$ cat config.mk
export PLATFORM = sky130hd
export DESIGN_NAME = ehs_ctrl
export DESIGN_NICKNAME = d
export VERILOG_FILES = /design/src/hdl/ehs_pkg.sv /design/src/hdl/ehs_ctrl.sv
export SDC_FILE = /design/constraint.sdc
export NUM_CORES = 1
export LEC_CHECK = 0
export ABC_AREA = 1
export BUFFER_PORTS_ARGS = -buffer_cell sky130_fd_sc_hd__buf_2
export CAP_MARGIN = 30
export CORE_MARGIN = 3
export CORE_UTILIZATION = 54
export DETAILED_ROUTE_END_ITERATION = 6
export GPL_TIMING_DRIVEN = 1
export MAX_ROUTING_LAYER = met4
export PLACE_DENSITY = 0.85
export SETUP_SLACK_MARGIN = 0.15
export SLEW_MARGIN = 25
export SYNTH_ARGS = -nofsm -noshare
export SYNTH_HDL_FRONTEND = slang
export SYNTH_SLANG_ARGS = --single-unit
$ cat constraint.sdc
create_clock -name clk_i -period 3 [get_ports clk_i]
set_input_delay 0 -clock clk_i [delete_from_list [all_inputs] [get_ports clk_i]]
set_output_delay 0 -clock clk_i [all_outputs]
set_load 0.05 [all_outputs]
$ cat src/hdl/ehs_pkg.sv
// Package for the explicit 1D heat stencil block.
// Holds the configuration, command and status types, codes and constants.
// No dependencies.
`default_nettype none

package ehs_pkg;

  // Default storage depth of the temperature field
  localparam int MAX_NODES_DEF = 128;

  // APB address width: six 32-bit registers at byte address 4*i
  localparam int APB_AW = 5;

  // Q1.16 one, for the decay factor
  localparam logic [16:0] DECAY_ONE = 17'd65536;

  // Item kinds
  typedef enum logic [1:0] {
    KIND_STEP    = 2'd0,
    KIND_READ    = 2'd1,
    KIND_RESTART = 2'd2,
    KIND_NONE    = 2'd3
  } kind_e;

  // Register indexes (paddr[4:2])
  typedef enum logic [2:0] {
    REG_LAST_NODE    = 3'd0,
    REG_DIFF_RATIO   = 3'd1,
    REG_SRC_INCR     = 3'd2,
    REG_SRC_FIRST    = 3'd3,
    REG_SRC_LAST     = 3'd4,
    REG_DECAY_FACTOR = 3'd5
  } reg_idx_e;

  // Controller states
  typedef enum logic [2:0] {
    ST_INIT,
    ST_IDLE,
    ST_RUN,
    ST_DRAIN,
    ST_CLEAR,
    ST_RESP
  } ctrl_state_e;

  typedef struct packed {
    logic [6:0]  last_node;
    logic [15:0] diffusion_ratio;
    logic [30:0] source_increment;
    logic [6:0]  source_first;
    logic [6:0]  source_last;
    logic [16:0] decay_per_step;
  } cfg_t;

  // Commands from controller to datapath
  typedef struct packed {
    logic clr_we;      // write zero at the address bus (clearing pass)
    logic step_start;  // latch source term, clear the stencil window
    logic issue;       // push one stencil slot into the pipeline
    logic issue_zero;  // slot past the last node: feed zero instead of memory data
    logic rd_en;       // read one node for a read transaction
    logic restart;     // reset peak and decay
    logic decay_upd;   // advance decay at the end of a step
    logic out_load;    // load the result register
    logic out_rd;      // result carries the read node value
  } cmd_t;

  typedef struct packed {
    logic busy;        // stencil pipeline still holds nodes
  } sts_t;

endpackage

`default_nettype wire

$ cat src/hdl/ehs_ctrl.sv
// Controller of the heat stencil: sequences clearing, stencil sweeps, reads
// and result hand-off. Depends on ehs_pkg (ctrl_state_e, kind_e, cmd_t, sts_t).
`default_nettype none

module ehs_ctrl #(
  parameter int MAX_NODES = ehs_pkg::MAX_NODES_DEF
) (
  input  wire                         clk_i,
  input  wire                         rst_ni,
  input  wire                         item_valid_i,
  output logic                        item_ready_o,
  input  wire  [1:0]                  item_kind_i,
  input  wire  [6:0]                  item_index_i,
  output logic                        out_valid_o,
  input  wire                         out_ready_i,
  input  wire  [6:0]                  last_node_i,
  input  ehs_pkg::sts_t               sts_i,
  output ehs_pkg::cmd_t               cmd_o,
  output logic [$clog2(MAX_NODES):0]  addr_o
);

  localparam int AW = $clog2(MAX_NODES);
  localparam int SW = AW + 1;
  localparam int unsigned LastMax = MAX_NODES - 1;

  ehs_pkg::ctrl_state_e state_q, state_d;
  ehs_pkg::kind_e       kind_q, kind_in;
  logic [SW-1:0]        slot_q, slot_d;
  logic                 rd_ok_q, rd_ok;
  logic                 out_valid_q;
  logic                 accept, out_free, clr_end, run_end;
  logic [AW-1:0]        last_eff;
  logic [SW-1:0]        last_plus;

  assign kind_in   = ehs_pkg::kind_e'(item_kind_i);
  assign accept    = item_valid_i && item_ready_o;
  assign out_free  = !out_valid_q || out_ready_i;
  assign rd_ok     = 32'(item_index_i) < 32'(MAX_NODES);
  assign last_eff  = (32'(last_node_i) > LastMax) ? AW'(LastMax) : AW'(last_node_i);
  assign last_plus = SW'(last_eff) + SW'(1);
  assign clr_end   = slot_q == SW'(LastMax);
  assign run_end   = slot_q == last_plus;
  assign out_valid_o = out_valid_q;

  always_ff @(posedge clk_i or negedge rst_ni) begin
    if (!rst_ni) begin
      state_q     <= ehs_pkg::ST_INIT;
      slot_q      <= '0;
      kind_q      <= ehs_pkg::KIND_NONE;
      rd_ok_q     <= 1'b0;
      out_valid_q <= 1'b0;
    end else begin
      state_q <= state_d;
      slot_q  <= slot_d;
      if (accept) begin
        kind_q  <= kind_in;
        rd_ok_q <= rd_ok;
      end
      if (cmd_o.out_load) begin
        out_valid_q <= 1'b1;
      end else if (out_ready_i) begin
        out_valid_q <= 1'b0;
      end
    end
  end

  // Next state
  always_comb begin
    state_d = state_q;
    case (state_q)
      ehs_pkg::ST_INIT: begin
        if (clr_end) state_d = ehs_pkg::ST_IDLE;
      end
      ehs_pkg::ST_CLEAR: begin
        if (clr_end) state_d = ehs_pkg::ST_RESP;
      end
      ehs_pkg::ST_IDLE: begin
        if (accept) begin
          case (kind_in)
            ehs_pkg::KIND_STEP:    state_d = ehs_pkg::ST_RUN;
            ehs_pkg::KIND_RESTART: state_d = ehs_pkg::ST_CLEAR;
            default:               state_d = ehs_pkg::ST_RESP;
          endcase
        end
      end
      ehs_pkg::ST_RUN: begin
        if (run_end) state_d = ehs_pkg::ST_DRAIN;
      end
      ehs_pkg::ST_DRAIN: begin
        if (!sts_i.busy) state_d = ehs_pkg::ST_RESP;
      end
      ehs_pkg::ST_RESP: begin
        if (out_free) state_d = ehs_pkg::ST_IDLE;
      end
      default: state_d = ehs_pkg::ST_IDLE;
    endcase
  end

  // Outputs and slot counter
  always_comb begin
    cmd_o        = '0;
    addr_o       = slot_q;
    item_ready_o = 1'b0;
    slot_d       = '0;
    case (state_q)
      ehs_pkg::ST_INIT, ehs_pkg::ST_CLEAR: begin
        cmd_o.clr_we = 1'b1;
        slot_d       = slot_q + SW'(1);
      end
      ehs_pkg::ST_IDLE: begin
        item_ready_o = 1'b1;
        if (accept) begin
          case (kind_in)
            ehs_pkg::KIND_STEP:    cmd_o.step_start = 1'b1;
            ehs_pkg::KIND_RESTART: cmd_o.restart    = 1'b1;
            ehs_pkg::KIND_READ: begin
              cmd_o.rd_en = rd_ok;
              addr_o      = SW'(item_index_i);
            end
            default: ;
          endcase
        end
      end
      ehs_pkg::ST_RUN: begin
        cmd_o.issue      = 1'b1;
        cmd_o.issue_zero = run_end;
        slot_d           = slot_q + SW'(1);
      end
      ehs_pkg::ST_DRAIN: begin
        cmd_o.decay_upd = !sts_i.busy;
      end
      ehs_pkg::ST_RESP: begin
        cmd_o.out_load = out_free;
        cmd_o.out_rd   = (kind_q == ehs_pkg::KIND_READ) && rd_ok_q;
      end
      default: ;
    endcase
  end

endmodule

`default_nettype wire

==> impl_metrics.env <==
export IMPL_status="complete, no violations"
export IMPL_drc_errors=0
export IMPL_ir_drop_mv=0.625
export IMPL_grt_pass1_vias=1315
export IMPL_floorplan_initialDensity=0.588
export IMPL_grt_ovfl_total=0
export IMPL_ys_top_cells_by_area="dfrtp_1 (27%), nand2_1 (17%), inv_1 (8.8%), nor2_1 (6.9%), nand3_1 (5.4%)"
export IMPL_cts_tree="done"
export IMPL_final_cells=254
export IMPL_ys_warn_count=0
export IMPL_critPathLaunchType="flip-flop"
export IMPL_core_area_mm2=0.00204
export IMPL_wl_per_cell_um=11.5
export IMPL_vias=1293
export IMPL_cp_max_fo=15
export IMPL_cp_required_ps=3000
export IMPL_finalSetupViolCount=0
export IMPL_synth_common_cells="nand2_1 (55), inv_1 (28), nor2_1 (22), dfrtp_1 (13), nand3_1 (13)"
export IMPL_syn_num_nets=205
export IMPL_htreeDepth=1
export IMPL_placedCellCount=246
export IMPL_cts_buffers=3
export IMPL_seq_area_frac_synth=0.315
export IMPL_highest_layer="met4"
export IMPL_synth_edf_count=0
export IMPL_async_flop_share=1.00
export IMPL_cp_arrival_ps=2050
export IMPL_hold_violations=0
export IMPL_die_w_um=53.1
export IMPL_clk_latency_ps=290
export IMPL_slew_headroom=0.766
export IMPL_die_area_mm2=0.00282
export IMPL_rows=16
export IMPL_fin_nets=251
export IMPL_ant_nets=0
export IMPL_port_buffers=39
export IMPL_hpwl_mm=2.27
export IMPL_cts_root_buf="clkbuf_4"
export IMPL_clock_skew_final_ps=5.16
export IMPL_syn_avg_cell_area_um2=6.59
export IMPL_min_from="item_kind_i[0]"
export IMPL_drtIter0Drc=22
export IMPL_p_leak_uw=0.000863
export IMPL_crit_start="state_q[2]"
export IMPL_utilization=0.720
export IMPL_fin_setup_tns_ps=0
export IMPL_detail_route_first_pass_iterations=4
export IMPL_grt_pass1_wl_mm=5.15
export IMPL_rsz0062_at_grt="no"
export IMPL_min_path_type="input pin to flip-flop"
export IMPL_viasPerCell=5.09
export IMPL_fmax_mhz=488
export IMPL_final_max_slew_violation_count=0
export IMPL_final_fill_count=173
export IMPL_drv_cap=0
export IMPL_cts_sinks=15
export IMPL_yosysMostFrequentCell="nand2_1"
export IMPL_syn_area_mm2=0.00120
export IMPL_period_minus_slack_ps=2050
export IMPL_drive_gt1_frac=0.273
export IMPL_grt_use_total=0.256
export IMPL_post_synth_top_area_fraction=0.271
export IMPL_grt_antenna_before_repair=0
export IMPL_met1_length_mm=1.16
export IMPL_syn2layout_area_growth_pct=22.5
export IMPL_post_cts_resized=0
export IMPL_clock_path_buffers=2
export IMPL_wl_met2_mm=1.51
export IMPL_power_density_mw_per_mm2=721
export IMPL_clkSlewWorstSetupHoldPaths_ps=90
export IMPL_ios=40
export IMPL_ys_ff_latch=15
export IMPL_crit_type="flip-flop to output port"
export IMPL_worst_pin_slew_ps=348
export IMPL_fp_dieH_um=53.1
export IMPL_grt_start_max_net_pins=16
export IMPL_synth_top_area_cell="dfrtp_1"
export IMPL_routed_wl_mm=2.93
export IMPL_worstSetupEndpointType="output port"
export IMPL_rr_startpoint="slot_q[0]"
export IMPL_finalWeightedCongestion=0.793
export IMPL_min_period_over_period=0.684
export IMPL_synth_ff_type="dfrtp_1"
export IMPL_antennaDiodeCount=0
export IMPL_met3_length_um=180
export IMPL_syn_inst=182
export IMPL_ys_types=29
export IMPL_p_total_uw=1060
cells by family after synthesis:
logic type | synth area share
mux | 0.0125
buf+inv | 0.123
flops | 0.315
compound gates | 0.0876
xor+xnor | 0.0365
simple gates | 0.405
fa+ha+maj | 0.0209
layout make-up:
class,instances,area (um2),area share
Clock buffer,4,26.3,0.0179
Timing Repair Buffer,43,235,0.160
Tap cell,27,33.8,0.0230
Sequential cell,15,378,0.257
Inverter,32,123,0.0834
Multi-Input combinational cell,133,674,0.459
power breakdown:
group / total (uW) / internal [uW] / switching [uW]
clock: 116 / 51.8 / 64.1
sequential: 322 / 265 / 57.2
combinational: 622 / 170 / 451
total: 1060 / 487 / 572
path summary, 6_finish.rpt:
check	cells after the start	slack, ps	endpoint
worst max-delay path	9	950	addr_o[1]
worst min-delay path	3	30	kind_q[0]
worst max register to register	9	1240	state_q[0]
worst min register to register	2	460	rd_ok_q
max in group asynchronous	2	2550	kind_q[1]
min in group asynchronous	2	150	slot_q[7]
placed cells by master, fill, tap and decap left out:
master | synthesis | layout
nand2_1 | 55 | 55
buf_2 | 0 | 39
inv_1 | 28 | 28
nor2_1 | 22 | 22
nand3_1 | 13 | 13
dfrtp_1 | 13 | 13
o21ai_0 | 11 | 11
dlygate4sd3_1 | 0 | 4
inv_2 | 3 | 3
nand2_2 | 3 | 3
a21oi_1 | 3 | 3
xnor2_1 | 3 | 3
clkbuf_4 | 0 | 3
nand4_1 | 2 | 2
nand2_4 | 2 | 2
o21ai_2 | 2 | 2
xor2_1 | 2 | 2
nor4_1 | 2 | 2
or2_2 | 2 | 2
nor3_1 | 2 | 2
ha_1 | 2 | 2
dfstp_2 | 2 | 2
nor3_2 | 1 | 1
nor2_2 | 1 | 1
inv_4 | 1 | 1
nor2_8 | 1 | 1
mux2_4 | 1 | 1
o22a_2 | 1 | 1
o211ai_1 | 1 | 1
and2_1 | 1 | 1
clkbuf_1 | 0 | 1
registers in the layout (all words and copies together), names as in the netlist:
| name | count |
|---|---|
| kind_q | 2 |
| out_valid_o | 1 |
| rd_ok_q | 1 |
| slot_q | 8 |
| state_q | 3 |
critical path: stages, from the launching register on:
cell     delay, ps
dfrtp_1        460
nor2_2         190
nand2_2         90
inv_2           80
nand2_4         60
inv_4           70
nand2_4         60
nor2_8         210
mux2_4         320
buf_2          210
stage by stage:
step | hold slack (ps) | setup slack [ps] | cell area (um2)
after detailed placement | -79.5 | 1280 | 1400
after global placement | -82.0 | 1360 | 1400
final | 30.2 | 949 | 1470
after CTS | 27.1 | 959 | 1470
after floorplan | -296 | 771 | 1200
after global routing | 52.4 | 819 | 1470
layer usage:
metal,up-vias,GRT usage
li1,660,-
met1,575,0.257
met2,48,0.465
met3,10,0.0338
met4,0,0.157
met5,-,-
timing repair:
item	in CTS	in global routing
hold endpoints to repair	18	0
setup endpoints to repair	0	0
hold buffers	4	0
buffers inserted	0	0
Note: power is estimated with default switching activity, not from simulation.
