File: config.mk
export PLATFORM = sky130hd
export DESIGN_NAME = ehs_regs
export DESIGN_NICKNAME = d
export VERILOG_FILES = /design/src/hdl/ehs_pkg.sv /design/src/hdl/ehs_regs.sv
export SDC_FILE = /design/constraint.sdc
export NUM_CORES = 1
export LEC_CHECK = 0
export ABC_CLOCK_PERIOD_IN_PS = 1800
export BUFFER_PORTS_ARGS = -buffer_cell sky130_fd_sc_hd__buf_4
export CORE_ASPECT_RATIO = 0.8
export CORE_UTILIZATION = 52
export CTS_CLUSTER_SIZE = 16
export DETAILED_ROUTE_END_ITERATION = 8
export GPL_TIMING_DRIVEN = 0
export PLACE_DENSITY = 0.84
export SLEW_MARGIN = 20
export SYNTH_ARGS = -nofsm -noshare
export SYNTH_HDL_FRONTEND = slang
export SYNTH_SLANG_ARGS = --single-unit
File: constraint.sdc
create_clock -name clk_i -period 1.8 [get_ports clk_i]
set_input_delay 0.27 -clock clk_i [delete_from_list [all_inputs] [get_ports clk_i]]
set_output_delay 0.27 -clock clk_i [all_outputs]
set_load 0.005 [all_outputs]
File: src/hdl/ehs_pkg.sv
// Package for the explicit 1D heat stencil block.
// Holds the configuration, command and status types, codes and constants.
// No dependencies.
`default_nettype none

package ehs_pkg;

  // Default storage depth of the temperature field
  localparam int MAX_NODES_DEF = 128;

  // APB address width: six 32-bit registers at byte address 4*i
  localparam int APB_AW = 5;

  // Q1.16 one, for the decay factor
  localparam logic [16:0] DECAY_ONE = 17'd65536;

  // Item kinds
  typedef enum logic [1:0] {
    KIND_STEP    = 2'd0,
    KIND_READ    = 2'd1,
    KIND_RESTART = 2'd2,
    KIND_NONE    = 2'd3
  } kind_e;

  // Register indexes (paddr[4:2])
  typedef enum logic [2:0] {
    REG_LAST_NODE    = 3'd0,
    REG_DIFF_RATIO   = 3'd1,
    REG_SRC_INCR     = 3'd2,
    REG_SRC_FIRST    = 3'd3,
    REG_SRC_LAST     = 3'd4,
    REG_DECAY_FACTOR = 3'd5
  } reg_idx_e;

  // Controller states
  typedef enum logic [2:0] {
    ST_INIT,
    ST_IDLE,
    ST_RUN,
    ST_DRAIN,
    ST_CLEAR,
    ST_RESP
  } ctrl_state_e;

  typedef struct packed {
    logic [6:0]  last_node;
    logic [15:0] diffusion_ratio;
    logic [30:0] source_increment;
    logic [6:0]  source_first;
    logic [6:0]  source_last;
    logic [16:0] decay_per_step;
  } cfg_t;

  // Commands from controller to datapath
  typedef struct packed {
    logic clr_we;      // write zero at the address bus (clearing pass)
    logic step_start;  // latch source term, clear the stencil window
    logic issue;       // push one stencil slot into the pipeline
    logic issue_zero;  // slot past the last node: feed zero instead of memory data
    logic rd_en;       // read one node for a read transaction
    logic restart;     // reset peak and decay
    logic decay_upd;   // advance decay at the end of a step
    logic out_load;    // load the result register
    logic out_rd;      // result carries the read node value
  } cmd_t;

  typedef struct packed {
    logic busy;        // stencil pipeline still holds nodes
  } sts_t;

endpackage

`default_nettype wire

File: src/hdl/ehs_regs.sv
// APB configuration registers of the heat stencil block.
// Depends on ehs_pkg (cfg_t, reg_idx_e, APB_AW).
`default_nettype none

module ehs_regs (
  input  wire                        clk_i,
  input  wire                        rst_ni,
  input  wire                        psel,
  input  wire                        penable,
  input  wire                        pwrite,
  input  wire  [ehs_pkg::APB_AW-1:0] paddr,
  input  wire  [31:0]                pwdata,
  output logic [31:0]                prdata,
  output logic                       pready,
  output ehs_pkg::cfg_t              cfg_o
);

  ehs_pkg::cfg_t     cfg_q;
  ehs_pkg::reg_idx_e idx;
  logic              wr_en;

  assign idx    = ehs_pkg::reg_idx_e'(paddr[4:2]);
  assign wr_en  = psel && penable && pwrite;
  assign pready = 1'b1;
  assign cfg_o  = cfg_q;

  // Write registers on the access phase
  always_ff @(posedge clk_i or negedge rst_ni) begin
    if (!rst_ni) begin
      cfg_q.last_node        <= 7'd100;
      cfg_q.diffusion_ratio  <= 16'd16384;
      cfg_q.source_increment <= 31'd4194304;
      cfg_q.source_first     <= 7'd45;
      cfg_q.source_last      <= 7'd55;
      cfg_q.decay_per_step   <= ehs_pkg::DECAY_ONE;
    end else if (wr_en) begin
      case (idx)
        ehs_pkg::REG_LAST_NODE:    cfg_q.last_node        <= pwdata[6:0];
        ehs_pkg::REG_DIFF_RATIO:   cfg_q.diffusion_ratio  <= pwdata[15:0];
        ehs_pkg::REG_SRC_INCR:     cfg_q.source_increment <= pwdata[30:0];
        ehs_pkg::REG_SRC_FIRST:    cfg_q.source_first     <= pwdata[6:0];
        ehs_pkg::REG_SRC_LAST:     cfg_q.source_last      <= pwdata[6:0];
        ehs_pkg::REG_DECAY_FACTOR: cfg_q.decay_per_step   <= pwdata[16:0];
        default: ;
      endcase
    end
  end

  // Read back
  always_comb begin
    case (idx)
      ehs_pkg::REG_LAST_NODE:    prdata = 32'(cfg_q.last_node);
      ehs_pkg::REG_DIFF_RATIO:   prdata = 32'(cfg_q.diffusion_ratio);
      ehs_pkg::REG_SRC_INCR:     prdata = 32'(cfg_q.source_increment);
      ehs_pkg::REG_SRC_FIRST:    prdata = 32'(cfg_q.source_first);
      ehs_pkg::REG_SRC_LAST:     prdata = 32'(cfg_q.source_last);
      ehs_pkg::REG_DECAY_FACTOR: prdata = 32'(cfg_q.decay_per_step);
      default:                   prdata = '0;
    endcase
  end

endmodule

`default_nettype wire

==> impl_results.md, run 1 <==
- Clock Pin Slew Worst Setup and Hold Paths: 0.09 ns
- Seq/Total Area, Yosys: 54.03%
- Clk pwr share: 28.7%
- Post-synthesis compound-gate area fraction: 6.837%
- Post-Synth XOR/XNOR Area: 0%
- Register area: 2146 um2
- P_int: 0.004227 W
- # port buffers: approximately 150
- Setup Viol. Count Final: 0
- Max-cap violations: 0
- Critical path class: reg2out
- ANT cells: 0
- P_sw: about 0.0016 W
- Worst min path class: in2async
- ANT nets after route: 0
- Routed len/inst: roughly 19 um
- Gate power share: 25.7%
- GRT Residual Overflow: 0
- Leakage: 2.715 nW
- CTS tree: done
- GPL Wtd Cong: between 0.8 and 0.9
- Vias: 3,059
- Peak VDD IR: roughly 0.00057 V
- Initial DRC Count: ~150
- Largest family of logic cells by synthesized area: multiplexers
- Syn_nets: between 300 and 400
- Post-synthesis register bit count: 85
- Cells after Synth: roughly 280
- Worst hold slack: -0.05047 ns
- Die W: 99.71 um
- Nature of the critical path startpoint: flop
- Number of buffers created by CTS: 9
- Clock skew: 0 ns
- Yosys warns: 0
- Failing checks: hold timing
- Fillers: 480
- DRC: 0
- Ys flop type: dfrtp_1
- Clock Path Buffers: 2
- GRT Overall Usage: 27.33%
- Root buffer cell: clkbuf_8
- WP data required: between 1.5 and 2 ns
- Clock Latency Late Sink: 0.37 ns
- Largest net degree at the start of global routing: 86
- Number of global-route vias before repair: 3,006
- TritonCTS Sinks: 85
- Adder-cell share of the synthesized area: 0%
- Synthesized area: ~4000 um2
- Core area: 7392 um2
- Via/cell ratio: 5.463
- Total power: 0.005783 W
- Dominant cells by area after synthesis: dfrtp_1 44%, mux2_2 22%, dfstp_2 9.9%
- Yosys top cell by area: dfrtp_1
- Area Overhead vs Synth: 40.33%
- Final TNS setup: 0 ns
- R2R cell count: 2
- Initial antenna violation count: 0
- CP endpoint kind: output port
- Number of synthesized flops with an enable pin: 0
- Status: finished, violations left
- Top-level I/O count: 160
- Synth top cells by count: 77 x mux2_2, 70 x dfrtp_1, 15 x dfstp_2, 15 x mux2i_1, 14 x and2_1
- Sw Share: 26.91%
- Async SR Flop Fraction: 100.0%
- # H-tree levels: 3
- Final net count: 492
- Die height: approximately 80 um
- Fin. Hold Viols: 70
- Register share of total power: 45.7%
- Post-synth top area share: 44.11%
- Final HPWL DP: roughly 7300 um
- Post-route cell area: 5573 um2
- Final worst path period need: roughly 1.8 ns
- Final Slew Violations: 0
- Mux cell area share after synthesis: around 29%
- Final worst-path cycle share: 99.12%
- PD cells: between 1000 and 1500 nW/um2
- CP Data Arrival Time: 1.51 ns
- FMAX: 0.5605 GHz
- First-pass GRT wire length: roughly 16,000 um
- Hold buffers post-CTS: 0
- Starting density of the core: 53.72%
- Rel. slew slack: 49.21%
- Area of the multi-input gates: ~1700 um2
- Routed Wire Length: 10,370 um
- Ratio of cells with drive above 1 in the final layout: 65.93%
- RSZ-0062 raised after global routing: yes
- Largest register FFs: 85
- Num rows: 28
- Placed Area: approximately 5300 um2
- Avg Cell Area, Syn: 13.98 um2
- Maximum net fanout on the critical path: 3
- Tightest Pin Transition: 0.7585 ns
- Synth Area in Simple Gates: 7.215%
- Cell variety after synth: 35
- Count leader, synth: mux2_2
- Die Area: 7993 um2
- DRT Pass-1 Iters: 4
[cells in the final DEF (no fill, tap or decap), types with 3 or more instances in the layout]
master,synthesis,routed
buf_6,1,3
nand2_1,4,4
and2_1,14,14
mux2i_1,15,15
buf_2,8,3
clkbuf_8,0,9
buf_4,7,162
nor2b_1,3,3
dfrtp_1,70,70
a22oi_1,9,9
bufinv_16,0,3
o21a_1,4,4
clkbuf_4,0,5
mux2_4,7,7
dfstp_2,15,15
nand3_1,4,4
o2bb2ai_1,8,8
nand2b_1,3,3
mux2_2,77,77
[per-stage QoR]
stage	worst slack [ns]	util (%)	cells
5_1_grt	-0.03931	75.39	560
6_report	0.01576	75.39	560
4_1_cts	0.0004564	74.86	559
3_3_place_gp	-0.2780	71.14	543
2_1_floorplan	0.3483	-	284
3_5_place_dp	-0.3277	71.14	543
[repair_timing]
action                     4_1_cts  5_1_grt
setup endpoints to repair       29       21
resized for setup                9       11
pin swaps                        0        1
buffers inserted                 0        1
[worst max-delay path: stages, from the launching register on]
cell and delay [ns]:
dfstp_2 0.56, mux2i_1 0.07, o32a_1 0.28, o21ai_1 0.10, buf_4 0.14
[cell families after synthesis]
kind of cell | Yosys count
and+or+nand+nor | 42
buffers and inverters | 19
AOI/OAI and AO/OA | 35
other | 2
muxes | 101
DFF | 85
[metal layers]
metal / track usage [%] / routed length (um) / vias to the layer above
li1: - / - / 1374
met3: 8.268 / 793 / 23
met4: 9.265 / 251 / 0
met2: 43.93 / 5096 / 149
met5: 0 / 0 / -
met1: 35.40 / 4231 / 1513
[path summary, 6_finish.rpt]
check,from,to,slack (ns)
worst max-delay path,cfg_o[80]$_DFFE_PN1P_,prdata[2],0.02
worst min-delay path,rst_ni,cfg_o[72]$_DFFE_PN0P_,-0.05
worst max register to register,cfg_o[84]$_DFFE_PN1P_,cfg_o[84]$_DFFE_PN1P_,0.98
worst min register to register,cfg_o[58]$_DFFE_PN0P_,cfg_o[58]$_DFFE_PN0P_,0.53
max in group asynchronous,rst_ni,cfg_o[63]$_DFFE_PN0P_,1.35
min in group clk_i,pwdata[28],cfg_o[59]$_DFFE_PN0P_,0.13
[cell type report]
type / instances / share of cell area (%)
flip-flops and latches: 85 / 38.50
multi-input cells: 180 / 31.30
repair buffers: 155 / 20.95
plain buffers: 19 / 2.515
well taps: 105 / 2.357
clock buffers: 9 / 2.223
clock inverters: 7 / 2.155
[power by group through the flow]
stage	sequential (W)	combinational [W]	clock, W
4_1_cts	0.00264	0.00149	0.00167
5_1_grt	0.00270	0.00160	0.00174
3_3_place_gp	0.00266	0.00143	0
3_5_place_dp	0.00267	0.00147	0
6_report	0.00264	0.00149	0.00166
2_1_floorplan	0.00264	0.000550	0
Power figures use the tool's default switching activity.
==> inputs of run 2 (changes only) <==
--- a/config.mk
+++ b/config.mk
@@ -8,11 +8,12 @@
 export ABC_CLOCK_PERIOD_IN_PS = 1800
 export BUFFER_PORTS_ARGS = -buffer_cell sky130_fd_sc_hd__buf_4
 export CORE_ASPECT_RATIO = 0.8
-export CORE_UTILIZATION = 52
+export CORE_MARGIN = 2
+export CORE_UTILIZATION = 33
 export CTS_CLUSTER_SIZE = 16
 export DETAILED_ROUTE_END_ITERATION = 8
 export GPL_TIMING_DRIVEN = 0
-export PLACE_DENSITY = 0.84
+export PLACE_DENSITY = 0.57
 export SLEW_MARGIN = 20
 export SYNTH_ARGS = -nofsm -noshare
 export SYNTH_HDL_FRONTEND = slang
==> impl_results.md, run 2 (synthesized netlist as in run 1, its figures left out) <==
- Die Area: 12,930 um2 (was 7993 um2)
- Most frequent cells in the layout: 166 x buf_4, 77 x mux2_2, 70 x dfrtp_1, 15 x mux2i_1, 15 x dfstp_2 (was 162 x buf_4, 77 x mux2_2, 70 x dfrtp_1, 15 x mux2i_1, 15 x dfstp_2)
- Tightest Pin Transition: 0.7926 ns (was 0.7585 ns)
- Register area: 2146 um2 (unchanged)
- Routed len/inst: 18.43 um (was 18.52 um)
- Setup Viol. Count Final: 0 (unchanged)
- Clock Pin Slew Worst Setup and Hold Paths: 0.06 ns (was 0.09 ns)
- # port buffers: 154 (unchanged)
- ANT cells: 0 (unchanged)
- Slowest CP cell: dfstp_2 (unchanged)
- Clock Latency Late Sink: 0.33 ns (was 0.37 ns)
- Hold buffers post-CTS: 0 (unchanged)
- Final net count: 492 (unchanged)
- Num rows: 35 (was 28)
- CP cell instances: mux2i_1 -> o32a_1 -> o21ai_1 -> buf_4 (unchanged)
- PD cells: 1054 nW/um2 (was 1038 nW/um2)
- Nature of the critical path startpoint: flop (unchanged)
- Failing checks: hold timing (unchanged)
- Rel. slew slack: 47.16% (was 49.21%)
- Count of buffer and inverter cells on the critical path: 1 (unchanged)
- Routed Wire Length: 11,110 um (was 10,370 um)
- Root buffer cell: clkbuf_16 (was clkbuf_8)
- Vias: 2,963 (was 3,059)
- Die W: 126.7 um (was 99.71 um)
- Critical path class: reg2out (unchanged)
- ANT nets after route: 0 (unchanged)
- Peak VDD IR: 0.0004541 V (was 0.0005695 V)
- Total power: 0.005978 W (was 0.005783 W)
- GRT Overall Usage: 17.42% (was 27.33%)
- Status: finished, violations left (unchanged)
- Clock skew: 0 ns (unchanged)
- Largest register FFs: 85 (unchanged)
- # H-tree levels: 3 (unchanged)
- Number of buffers created by CTS: 9 (unchanged)
- GPL Wtd Cong: 0.8057 (was 0.8113)
- Max-cap violations: 0 (unchanged)
- Fillers: 1,091 (was 480)
- Worst hold slack: -0.007048 ns (was -0.05047 ns)
- Leakage: 2.739 nW (was 2.715 nW)
- Final design utilization: 48.87% (was 75.39%)
- Via/cell ratio: 4.914 (was 5.463)
- Clock Path Buffers: 2 (unchanged)
- DRT Pass-1 Iters: 4 (unchanged)
- Commonest non-fill, non-tap cell in the layout: buf_4 (unchanged)
- CP Data Arrival Time: 1.46 ns (was 1.51 ns)
- FMAX: 0.5789 GHz (was 0.5605 GHz)
- Ratio of cells with drive above 1 in the final layout: 64.62% (was 65.93%)
- Initial antenna violation count: 0 (unchanged)
- First-pass GRT wire length: 17,100 um (was 16,190 um)
- DRC: 0 (unchanged)
- Core area: 11,600 um2 (was 7392 um2)
- Family with the most delay on the worst path: flip-flops (unchanged)
- Final worst-path cycle share: 95.97% (was 99.12%)
- Final Slew Violations: 0 (unchanged)
- RSZ-0062 raised after global routing: yes (unchanged)
- Final worst path period need: 1.728 ns (was 1.784 ns)
- Number of global-route vias before repair: 2,992 (was 3,006)
- CP endpoint kind: output port (unchanged)
- Worst min path class: in2async (unchanged)
- Area Overhead vs Synth: 42.82% (was 40.33%)
- Die height: 102.1 um (was 80.17 um)
- Maximum net fanout on the critical path: 3 (unchanged)
- Top-level I/O count: 160 (unchanged)
- TritonCTS Sinks: 85 (unchanged)
- Largest net degree at the start of global routing: 86 (unchanged)
- Starting density of the core: 34.22% (was 53.72%)
- Area of the multi-input gates: 1733 um2 (was 1744 um2)
- WP data required: 1.53 ns (about the same)
- GRT Residual Overflow: 0 (unchanged)
- Initial DRC Count: 128 (was 152)
- Final HPWL DP: 7871 um (was 7260 um)
- Fin. Hold Viols: 12 (was 70)
- CTS tree: done (unchanged)
- Critical path's largest stage delay: 0.55 ns (was 0.56 ns)
==> run 2: stage by stage <==
stage / instances / cell area (um2) / worst slack (ns) / TNS (ns)
after global placement: 586 / 5313 / -0.4691 / -8.156
after CTS: 602 / 5652 / 0.03238 / 0
after global routing: 603 / 5672 / -0.002820 / -0.002820
final: 603 / 5672 / 0.07246 / 0
after floorplan: 284 / 3971 / 0.3483 / 0
after detailed placement: 586 / 5313 / -0.4715 / -8.723
==> run 2: where the power goes <==
| group | internal (W) | switching (W) | total (W) | leakage, nW |
|---|---|---|---|---|
| registers | 0.00234 | 0.000305 | 0.00264 | 1.05 |
| logic | 0.000961 | 0.000508 | 0.00147 | 1.54 |
| clock network | 0.00115 | 0.000713 | 0.00187 | 0.144 |
| total | 0.00445 | 0.00153 | 0.00598 | 2.74 |
==> run 2: layout make-up <==
| class | instances | share of cell area (%) |
|---|---|---|
| Sequential cell | 85 | 37.83 |
| Buffer | 18 | 2.383 |
| Timing Repair Buffer | 156 | 20.71 |
| Clock inverter | 1 | 0.5295 |
| Multi-Input combinational cell | 180 | 30.55 |
| Tap cell | 148 | 3.265 |
| Clock buffer | 15 | 4.721 |
==> run 2: layer usage <==
metal,vias up,share of wire [%],GRT usage (%)
li1,1368,-,-
met1,1484,49,24.60
met3,11,5.4,4.921
met5,-,0,0
met4,0,1.3,5.410
met2,100,45,26.12
==> run 2: timing repair <==
action	in CTS	in global routing
resized for setup	13	5
setup endpoints to repair	30	17
setup buffers	0	2
pin swaps	0	2
==> run 2: path summary, 6_finish.rpt <==
path	to	from	depth (start not counted)	slack, ns
worst max-delay path	prdata[2]	cfg_o[80]$_DFFE_PN1P_	4	0.07
worst min-delay path	cfg_o[73]$_DFFE_PN0P_	rst_ni	1	-0.007
worst max register to register	cfg_o[3]$_DFFE_PN0P_	cfg_o[3]$_DFFE_PN0P_	1	0.99
worst min register to register	cfg_o[59]$_DFFE_PN0P_	cfg_o[59]$_DFFE_PN0P_	1	0.52
max in group asynchronous	cfg_o[66]$_DFFE_PN0P_	rst_ni	1	1.25
min in group clk_i	cfg_o[48]$_DFFE_PN0P_	pwdata[17]	2	0.16
